### src/hw/rtl/pps_pkg.sv
// Package: shared constants, codes and item types of the priority scheduler.
`timescale 1ns / 1ps

package pps_pkg;

    localparam int MAX_SLOTS = 16;
    localparam int TIME_BITS = 16;

    localparam int SLOT_W  = $clog2(MAX_SLOTS);
    localparam int COUNT_W = $clog2(MAX_SLOTS + 1);
    localparam int CFG_W   = 5;
    localparam int PRIO_W  = 8;

    localparam logic [TIME_BITS-1:0] TIME_MAX = {TIME_BITS{1'b1}};
    localparam int PROCESS_COUNT_RESET = 16;

    localparam logic KIND_LOAD = 1'b0;
    localparam logic KIND_TICK = 1'b1;

    typedef enum logic [1:0] {
        ST_IDLE,
        ST_SCAN,
        ST_UPDATE,
        ST_PUSH
    } state_t;

    typedef struct packed {
        logic                 kind;
        logic [3:0]           slot;
        logic [15:0]          arrival_time;
        logic [15:0]          burst_length;
        logic [7:0]           priority_level;
    } in_item_t;

    typedef struct packed {
        logic                 ran;
        logic [3:0]           run_slot;
        logic                 finished;
        logic [15:0]          finish_time;
        logic [15:0]          turnaround;
        logic [15:0]          waiting;
        logic                 all_done;
    } out_item_t;

    // One slot of the process table as held in memory.
    typedef struct packed {
        logic [TIME_BITS-1:0] arrival;
        logic [TIME_BITS-1:0] burst;
        logic [PRIO_W-1:0]    prio;
        logic [TIME_BITS-1:0] remaining;
    } entry_t;

    // Result handshake between the core and the output register.
    typedef struct packed {
        logic      valid;
        out_item_t data;
    } result_req_t;

endpackage

### src/hw/rtl/pps_ram.sv
// Generic single-write, single-read RAM with registered read data.
`timescale 1ns / 1ps

module pps_ram #(
    parameter int WIDTH = 8,
    parameter int DEPTH = 16
) (
    input  logic                     clk,
    input  logic                     we,
    input  logic [$clog2(DEPTH)-1:0] waddr,
    input  logic [WIDTH-1:0]         wdata,
    input  logic                     re,
    input  logic [$clog2(DEPTH)-1:0] raddr,
    output logic [WIDTH-1:0]         rdata
);

    logic [WIDTH-1:0] mem [DEPTH];
    logic [WIDTH-1:0] rdata_reg;

    always_ff @(posedge clk)
    begin
        if (we)
        begin
            mem[waddr] <= wdata;
        end
    end

    always_ff @(posedge clk)
    begin
        if (re)
        begin
            rdata_reg <= mem[raddr];
        end
    end

    assign rdata = rdata_reg;

endmodule

### src/hw/rtl/pps_core.sv
// Scheduler core: slot table memory, scan sequencer and tick update.
`timescale 1ns / 1ps

module pps_core (
    input  logic                        clk,
    input  logic                        rst_n,
    input  logic [pps_pkg::CFG_W-1:0]   process_count,
    input  logic                        item_valid,
    input  pps_pkg::in_item_t           item,
    output logic                        ready,
    output pps_pkg::result_req_t        res,
    input  logic                        res_take
);

    localparam int SW = pps_pkg::SLOT_W;
    localparam int CW = pps_pkg::COUNT_W;
    localparam int TW = pps_pkg::TIME_BITS;
    localparam int N  = pps_pkg::MAX_SLOTS;

    pps_pkg::state_t    state_reg, state_next;
    logic [TW-1:0]      time_reg, time_next;
    logic [N-1:0]       written_reg, written_next;
    logic [N-1:0]       done_reg, done_next;
    logic [CW-1:0]      scan_idx_reg, scan_idx_next;
    logic               eval_valid_reg, eval_valid_next;
    logic [SW-1:0]      eval_idx_reg, eval_idx_next;
    logic               found_reg, found_next;
    logic [SW-1:0]      pick_reg, pick_next;
    pps_pkg::entry_t    best_reg, best_next;
    pps_pkg::out_item_t res_reg, res_next;

    logic [CW-1:0]      count_eff;
    logic               issue;
    logic               accept;
    logic               load_ok;
    pps_pkg::entry_t    rd_entry;
    logic               eligible;
    logic               better;
    logic [TW-1:0]      time_inc;
    logic [TW-1:0]      rem_dec;
    logic               fin;
    logic [TW-1:0]      tat;
    logic [TW-1:0]      wait_amt;
    logic               all_done;

    logic                          ram_we;
    logic [SW-1:0]                 ram_waddr;
    pps_pkg::entry_t               ram_wdata;
    logic [$bits(pps_pkg::entry_t)-1:0] ram_rdata;

    pps_ram #(
        .WIDTH ($bits(pps_pkg::entry_t)),
        .DEPTH (N)
    ) u_ram (
        .clk   (clk),
        .we    (ram_we),
        .waddr (ram_waddr),
        .wdata (ram_wdata),
        .re    (issue),
        .raddr (scan_idx_reg[SW-1:0]),
        .rdata (ram_rdata)
    );

    assign rd_entry  = pps_pkg::entry_t'(ram_rdata);
    assign count_eff = (32'(process_count) > N) ? CW'(N) : CW'(process_count);
    assign ready     = (state_reg == pps_pkg::ST_IDLE);
    assign accept    = ready && item_valid;
    assign load_ok   = accept && (item.kind == pps_pkg::KIND_LOAD) && (32'(item.slot) < N);
    assign issue     = (state_reg == pps_pkg::ST_SCAN) && (scan_idx_reg < count_eff);

    // Candidate check on the entry read back last cycle.
    assign eligible = eval_valid_reg && written_reg[eval_idx_reg] && !done_reg[eval_idx_reg]
                      && (rd_entry.remaining != '0) && (rd_entry.arrival <= time_reg);
    assign better   = eligible && (!found_reg || (rd_entry.prio < best_reg.prio));

    assign time_inc = (time_reg == pps_pkg::TIME_MAX) ? time_reg : time_reg + TW'(1);
    assign rem_dec  = best_reg.remaining - TW'(1);
    assign fin      = found_reg && (rem_dec == '0);
    assign tat      = (time_inc > best_reg.arrival) ? time_inc - best_reg.arrival : '0;
    assign wait_amt = (tat > best_reg.burst) ? tat - best_reg.burst : '0;

    always_comb
    begin
        all_done = 1'b1;
        for (int i = 0; i < N; i++)
        begin
            if ((i < int'(count_eff)) && !done_reg[i])
            begin
                all_done = 1'b0;
            end
        end
    end

    // Table write: a load fills a slot, a tick writes back the remaining burst.
    always_comb
    begin
        ram_we    = 1'b0;
        ram_waddr = item.slot[SW-1:0];
        ram_wdata = '{arrival:   item.arrival_time[TW-1:0],
                      burst:     item.burst_length[TW-1:0],
                      prio:      item.priority_level,
                      remaining: item.burst_length[TW-1:0]};
        if (load_ok)
        begin
            ram_we = 1'b1;
        end
        else if ((state_reg == pps_pkg::ST_UPDATE) && found_reg)
        begin
            ram_we              = 1'b1;
            ram_waddr           = pick_reg;
            ram_wdata           = best_reg;
            ram_wdata.remaining = rem_dec;
        end
    end

    always_comb
    begin
        state_next      = state_reg;
        time_next       = time_reg;
        written_next    = written_reg;
        done_next       = done_reg;
        scan_idx_next   = scan_idx_reg;
        eval_valid_next = issue;
        eval_idx_next   = scan_idx_reg[SW-1:0];
        found_next      = found_reg;
        pick_next       = pick_reg;
        best_next       = best_reg;
        res_next        = res_reg;

        case (state_reg)
            pps_pkg::ST_IDLE:
            begin
                if (load_ok)
                begin
                    written_next[item.slot[SW-1:0]] = 1'b1;
                    done_next[item.slot[SW-1:0]]    = 1'b0;
                end
                if (accept && (item.kind == pps_pkg::KIND_TICK))
                begin
                    scan_idx_next = '0;
                    found_next    = 1'b0;
                    state_next    = pps_pkg::ST_SCAN;
                end
            end
            pps_pkg::ST_SCAN:
            begin
                if (issue)
                begin
                    scan_idx_next = scan_idx_reg + CW'(1);
                end
                else
                begin
                    state_next = pps_pkg::ST_UPDATE;
                end
                if (better)
                begin
                    found_next = 1'b1;
                    pick_next  = eval_idx_reg;
                    best_next  = rd_entry;
                end
            end
            pps_pkg::ST_UPDATE:
            begin
                time_next            = time_inc;
                res_next.ran         = found_reg;
                res_next.run_slot    = found_reg ? 4'(pick_reg) : 4'd0;
                res_next.finished    = fin;
                res_next.finish_time = 16'(time_inc);
                res_next.turnaround  = fin ? 16'(tat) : 16'd0;
                res_next.waiting     = fin ? 16'(wait_amt) : 16'd0;
                res_next.all_done    = 1'b0;
                if (fin)
                begin
                    done_next[pick_reg] = 1'b1;
                end
                state_next = pps_pkg::ST_PUSH;
            end
            pps_pkg::ST_PUSH:
            begin
                if (res_take)
                begin
                    state_next = pps_pkg::ST_IDLE;
                end
            end
            default:
            begin
                state_next = pps_pkg::ST_IDLE;
            end
        endcase
    end

    always_ff @(posedge clk or negedge rst_n)
    begin
        if (!rst_n)
        begin
            state_reg      <= pps_pkg::ST_IDLE;
            time_reg       <= '0;
            written_reg    <= '0;
            done_reg       <= '0;
            scan_idx_reg   <= '0;
            eval_valid_reg <= 1'b0;
            found_reg      <= 1'b0;
        end
        else
        begin
            state_reg      <= state_next;
            time_reg       <= time_next;
            written_reg    <= written_next;
            done_reg       <= done_next;
            scan_idx_reg   <= scan_idx_next;
            eval_valid_reg <= eval_valid_next;
            found_reg      <= found_next;
        end
    end

    always_ff @(posedge clk)
    begin
        eval_idx_reg <= eval_idx_next;
        pick_reg     <= pick_next;
        best_reg     <= best_next;
        res_reg      <= res_next;
    end

    // All-done reflects the done marks after this tick's update.
    always_comb
    begin
        res.valid         = (state_reg == pps_pkg::ST_PUSH);
        res.data          = res_reg;
        res.data.all_done = all_done;
    end

endmodule

### src/hw/rtl/preemptive_priority_scheduler.sv
// Top level: preemptive priority scheduler with config register and output register.
`timescale 1ns / 1ps
//
// Usage
//   item channel (item_valid / item_stall / item): one request per item. A load
//   request (kind = load) writes a slot's arrival, burst and priority and rearms
//   it and yields no result. A tick request scans the slots
//   in use, runs the best eligible one for one unit and yields exactly one result.
//   result channel (result_valid / result_stall / result): one request per tick.
//   cfg channel (cfg_valid / cfg_ready / cfg_data): writes process_count; always
//   ready. Write it only while no tick is in flight.
// Sequence
//   A tick scans count = min(process_count, 16) slots, reading the slot table
//   memory one entry per cycle, then writes back the remaining burst of the
//   chosen slot and registers the result. No new request is accepted until
//   the core has handed that result to the output register.
// Reset
//   Time, written marks and done marks clear; the slot table memory keeps its contents; process_count returns to 16.
// Stall
//   A stalled result holds in the output register; the core finishes the next
//   tick and waits to hand it over while the register stays full.
//
module preemptive_priority_scheduler (
    input  logic                       clk,
    input  logic                       rst_n,
    input  logic                       item_valid,
    output logic                       item_stall,
    input  pps_pkg::in_item_t          item,
    output logic                       result_valid,
    input  logic                       result_stall,
    output pps_pkg::out_item_t         result,
    input  logic                       cfg_valid,
    output logic                       cfg_ready,
    input  logic [pps_pkg::CFG_W-1:0]  cfg_data
);

    logic [pps_pkg::CFG_W-1:0] process_count_reg;
    logic                      out_valid_reg, out_valid_next;
    pps_pkg::out_item_t        out_data_reg;
    logic                      core_ready;
    pps_pkg::result_req_t      core_res;
    logic                      res_take;

    // Configuration write: accept at any time, the block is idle by contract.
    assign cfg_ready = 1'b1;

    always_ff @(posedge clk or negedge rst_n)
    begin
        if (!rst_n)
        begin
            process_count_reg <= pps_pkg::CFG_W'(pps_pkg::PROCESS_COUNT_RESET);
        end
        else if (cfg_valid && cfg_ready)
        begin
            process_count_reg <= cfg_data;
        end
    end

    pps_core u_core (
        .clk           (clk),
        .rst_n         (rst_n),
        .process_count (process_count_reg),
        .item_valid    (item_valid),
        .item          (item),
        .ready         (core_ready),
        .res           (core_res),
        .res_take      (res_take)
    );

    // Hold off new requests while the core is busy with a tick.
    assign item_stall = !core_ready;

    // Output register: take a new result when empty or when the current one leaves.
    assign res_take = !out_valid_reg || !result_stall;

    always_comb
    begin
        out_valid_next = out_valid_reg;
        if (res_take)
        begin
            out_valid_next = core_res.valid;
        end
    end

    always_ff @(posedge clk or negedge rst_n)
    begin
        if (!rst_n)
        begin
            out_valid_reg <= 1'b0;
        end
        else
        begin
            out_valid_reg <= out_valid_next;
        end
    end

    always_ff @(posedge clk)
    begin
        if (res_take && core_res.valid)
        begin
            out_data_reg <= core_res.data;
        end
    end

    assign result_valid = out_valid_reg;
    assign result       = out_data_reg;

endmodule

### config.mk
export PLATFORM = sky130hd
export DESIGN_NAME = preemptive_priority_scheduler
export DESIGN_NICKNAME = d
export VERILOG_FILES = /design/src/hw/rtl/pps_pkg.sv /design/src/hw/rtl/pps_ram.sv /design/src/hw/rtl/pps_core.sv /design/src/hw/rtl/preemptive_priority_scheduler.sv
export SDC_FILE = /design/constraint.sdc
export NUM_CORES = 1
export LEC_CHECK = 0
export BUFFER_PORTS_ARGS = -buffer_cell sky130_fd_sc_hd__buf_4
export CAP_MARGIN = 20
export CORE_MARGIN = 2
export CORE_UTILIZATION = 50
export DETAILED_ROUTE_END_ITERATION = 10
export PLACE_DENSITY = 0.66
export SYNTH_ARGS = -nofsm -noshare
export SYNTH_HDL_FRONTEND = slang
export SYNTH_SLANG_ARGS = --single-unit
### constraint.sdc
create_clock -name clk -period 9.45 [get_ports clk]
set_input_delay 0.4725 -clock clk [delete_from_list [all_inputs] [get_ports clk]]
set_output_delay 0.4725 -clock clk [all_outputs]
set_load 0.03 [all_outputs]
==> metrics <==
highest clock rate ~150 MHz; Top Family by Delay on Critical Path simple AND/OR/NAND/NOR gates; Worst Path Max Fanout 33; number of synthesized flops with an enable pin between 1,000 and 1,500; Yosys warnings 0; Crit path largest cell delay 0.47 ns; Fin Setup TNS 0 ns; # rows 113; R2R Path End u_core.res[13]; CTS tree yes; IO Port Bufs 111; Max clock buf depth 3; Yosys reg bits around 1,200; Syn Nets approximately 2,600; drt first pass iters 5; M1 WL ~47,000 um; WP data required 9.94 ns; DRT Wirelength around 110,000 um; initial cell density of the core 50.2%; RSZ-0062 raised after global routing no; Max VDD drop about 0.17 mV; initial antenna violation count 1; CTS Buf Count roughly 120; R2R Path Start u_core.time_reg[3]; Hold Path Sink process_count_reg[4]; CP arrival 7.34 ns; All-Layer GR Usage a little under a quarter; Most common cell on crit path and3_1; top routing layer in use met4; total number of vias 24,293; Vias/cell 6.04; skew final just under 0.05 ns; worst hold start cfg_data[4]; Chip Width approximately 310 um; Hold Worst Slack 0.0419 ns; Placer Congestion 0.897; ranking of synthesized cells by area edfxtp_1, mux4_2, dfrtp_1; H-tree levels 3; GRT overflow 0; post-synthesis average cell area 19.4 sq um; CP max stage cell nor3b_1; vias in the first global route about 25,000; Yosys top cell by area edfxtp_1; worst-skew pair later-pin latency approximately 0.7 ns; final setup margin 2.60 ns; max-slew violations 0; CTS clk-pin slew, worst paths about 0.060 ns; Hold Crit Class input port to register; Max-Slew Margin vs Limit 26.5%; Die Footprint 97,500 sq um; ys async rst share 5.30%; CTS Sinks roughly 1,200; crit share post-route 72.5%; Synth Instances 2,447; worst slew pin tran approximately 1.1 ns; ys flop type edfxtp_1; # DRC 0; Max-cap violations 0; first-pass GRT wire length about 170,000 um; largest net degree at the start of global routing 71; nets 2,782; CTS Root Cell clkbuf_16; Area Overhead vs Synth 14.0%; Leak 0.0177 uW; Mapped Area 47,500 sq um; share of cells above drive strength 1 25.4%; R2R depth 23; met3 WL 8040 um; DR WL/cell 27.6 um; Die Height 312 um; HPWL Detailed approximately 63,000 um; worst-path cell chain and3_1 > nor3b_1 > nand4_1 > and2_0 > nor4bb_1 > xnor2_1 > ha_1 > and3_1 > and2_1 > and3_1 > nand2_1 > nand2_1 > o211a_1 > buf_4 > or2_2 > ha_1 > fa_1 > nor2b_1 > o31a_1 > o2111ai_1 > a211oi_1 > o311ai_4 > nor3_1; critical path endpoint category register; PD cells 250 nW/um^2; CP bufs+invs 1; sequential area share after synthesis 74.4%; Initial DRC Count ~2,700; # setup viols final 0; top-area cell type share of the netlist area between 70% and 80%; Post-CTS Setup Bufs 0; I/O pin count ~110; min Tclk post-route 6.85 ns; post-route ant nets 0; max reg flops 896; met2 routed WL 53,200 um; Worst R2R Setup Slack 2.60 ns; fin util 57.2%; outcome finished clean; worst hold stages 3; Yosys cell types 72; commonest non-fill, non-tap cell in the layout edfxtp_1; Place WS 2.69 ns; final hold vios 0; core area 94,600 sq um; commonest non-fill, non-tap cells in the layout edfxtp_1, mux4_2, buf_4; Critical Path Start Type register; Worst Setup Path Type register to register
[final cells by class]
cell class	instances	area [sq um]
Inverter	87	334
Multi-Input combinational cell	1067	11600
Tap cell	1265	1580
Antenna cell	2	5.00
Fill cell	6965	40500
Sequential cell	1188	35300
Clock inverter	74	723
Clock buffer	141	3070
Timing Repair Buffer	198	1480
[stage by stage]
step                      power, uW  std cells  cell area [sq um]
after floorplan                8310       2447              47500
after global placement         9050       3792              50200
after detailed placement       9100       3803              50300
after CTS                     13600       4020              54100
after global routing          14000       4020              54100
final                         13500       4022              54100
[worst register-to-register path: stages (launching register included)]
cell	delay [ns]
dfrtp_1	0.46
and3_1	0.28
nor3b_1	0.47
nand4_1	0.42
and2_0	0.46
nor4bb_1	0.21
xnor2_1	0.22
ha_1	0.32
and3_1	0.21
and2_1	0.16
and3_1	0.19
nand2_1	0.09
nand2_1	0.06
o211a_1	0.20
buf_4	0.23
or2_2	0.32
ha_1	0.23
fa_1	0.39
nor2b_1	0.22
o31a_1	0.23
o2111ai_1	0.22
a211oi_1	0.45
o311ai_4	0.31
nor3_1	0.31
[worst max-delay path by stage]
stage | slack, ns | cells past startpoint | to | startpoint
finish | 2.60 | 23 | u_core.res[13] | u_core.time_reg[3]
global route | 1.94 | 23 | u_core.res[5] | u_core.time_reg[3]
CTS | 2.66 | 23 | u_core.res[13] | u_core.time_reg[3]
detailed placement | 2.69 | 23 | u_core.res[5] | u_core.time_reg[2]
global placement | 2.89 | 22 | u_core.res[15] | u_core.time_reg[2]
floorplan | 3.50 | 8 | u_core.u_ram.mem[3][0] | u_core.state_reg[0]
[power by group]
| part | total (uW) | internal (uW) | switching (uW) |
|---|---|---|---|
| clock | 4570 | 2610 | 1950 |
| sequential | 6590 | 6330 | 266 |
| combinational | 2380 | 1070 | 1320 |
| total | 13500 | 10000 | 3530 |
[what timing repair did]
item / in CTS / in global routing
gates resized for setup: 0 / 0
endpoints found under the setup margin: 0 / 0
hold endpoints to repair: 63 / 0
hold buffers: 2 / 0
[cells in the mapped netlist (all sizes together) (6+ instances only)]
cell type  number
nand3          23
or4             6
mux4          280
nand2          98
dfrtp          62
o31ai           6
o31a            7
nor2b          24
clkbuf         73
inv            87
and2           10
a31oi          14
nand2b         14
a41oi           7
a21oi          53
edfxtp       1121
nand4          20
xnor2          38
nor3           35
o21a           10
nor4           14
a211oi         15
o21ai         103
nor2           84
nor3b          18
xor2           14
or2             6
a21o           23
and3            9
ha             67
buf            32
[logic make-up (layout without fill, tap and decap cells)]
family | Yosys count | in the layout | synth area share [%]
flip-flops | 1188 | 1188 | 74.4
AND/OR/NAND/NOR | 377 | 377 | 3.99
multiplexers | 290 | 290 | 13.5
AO/OA/AOI/OAI | 278 | 278 | 3.76
buffers and inverters | 192 | 500 | 1.58
adder cells (fa/ha/maj) | 69 | 69 | 1.85
XOR/XNOR | 52 | 52 | 0.959
other | 1 | 3 | 0.00790
[per-layer routing]
layer / vias to the layer above / GRT usage, %
li1: 10354 / -
met1: 12845 / 33.6
met2: 950 / 36.4
met3: 144 / 4.23
met4: 0 / 6.14
met5: - / 0
No activity file was read; power rests on OpenSTA's default activity.
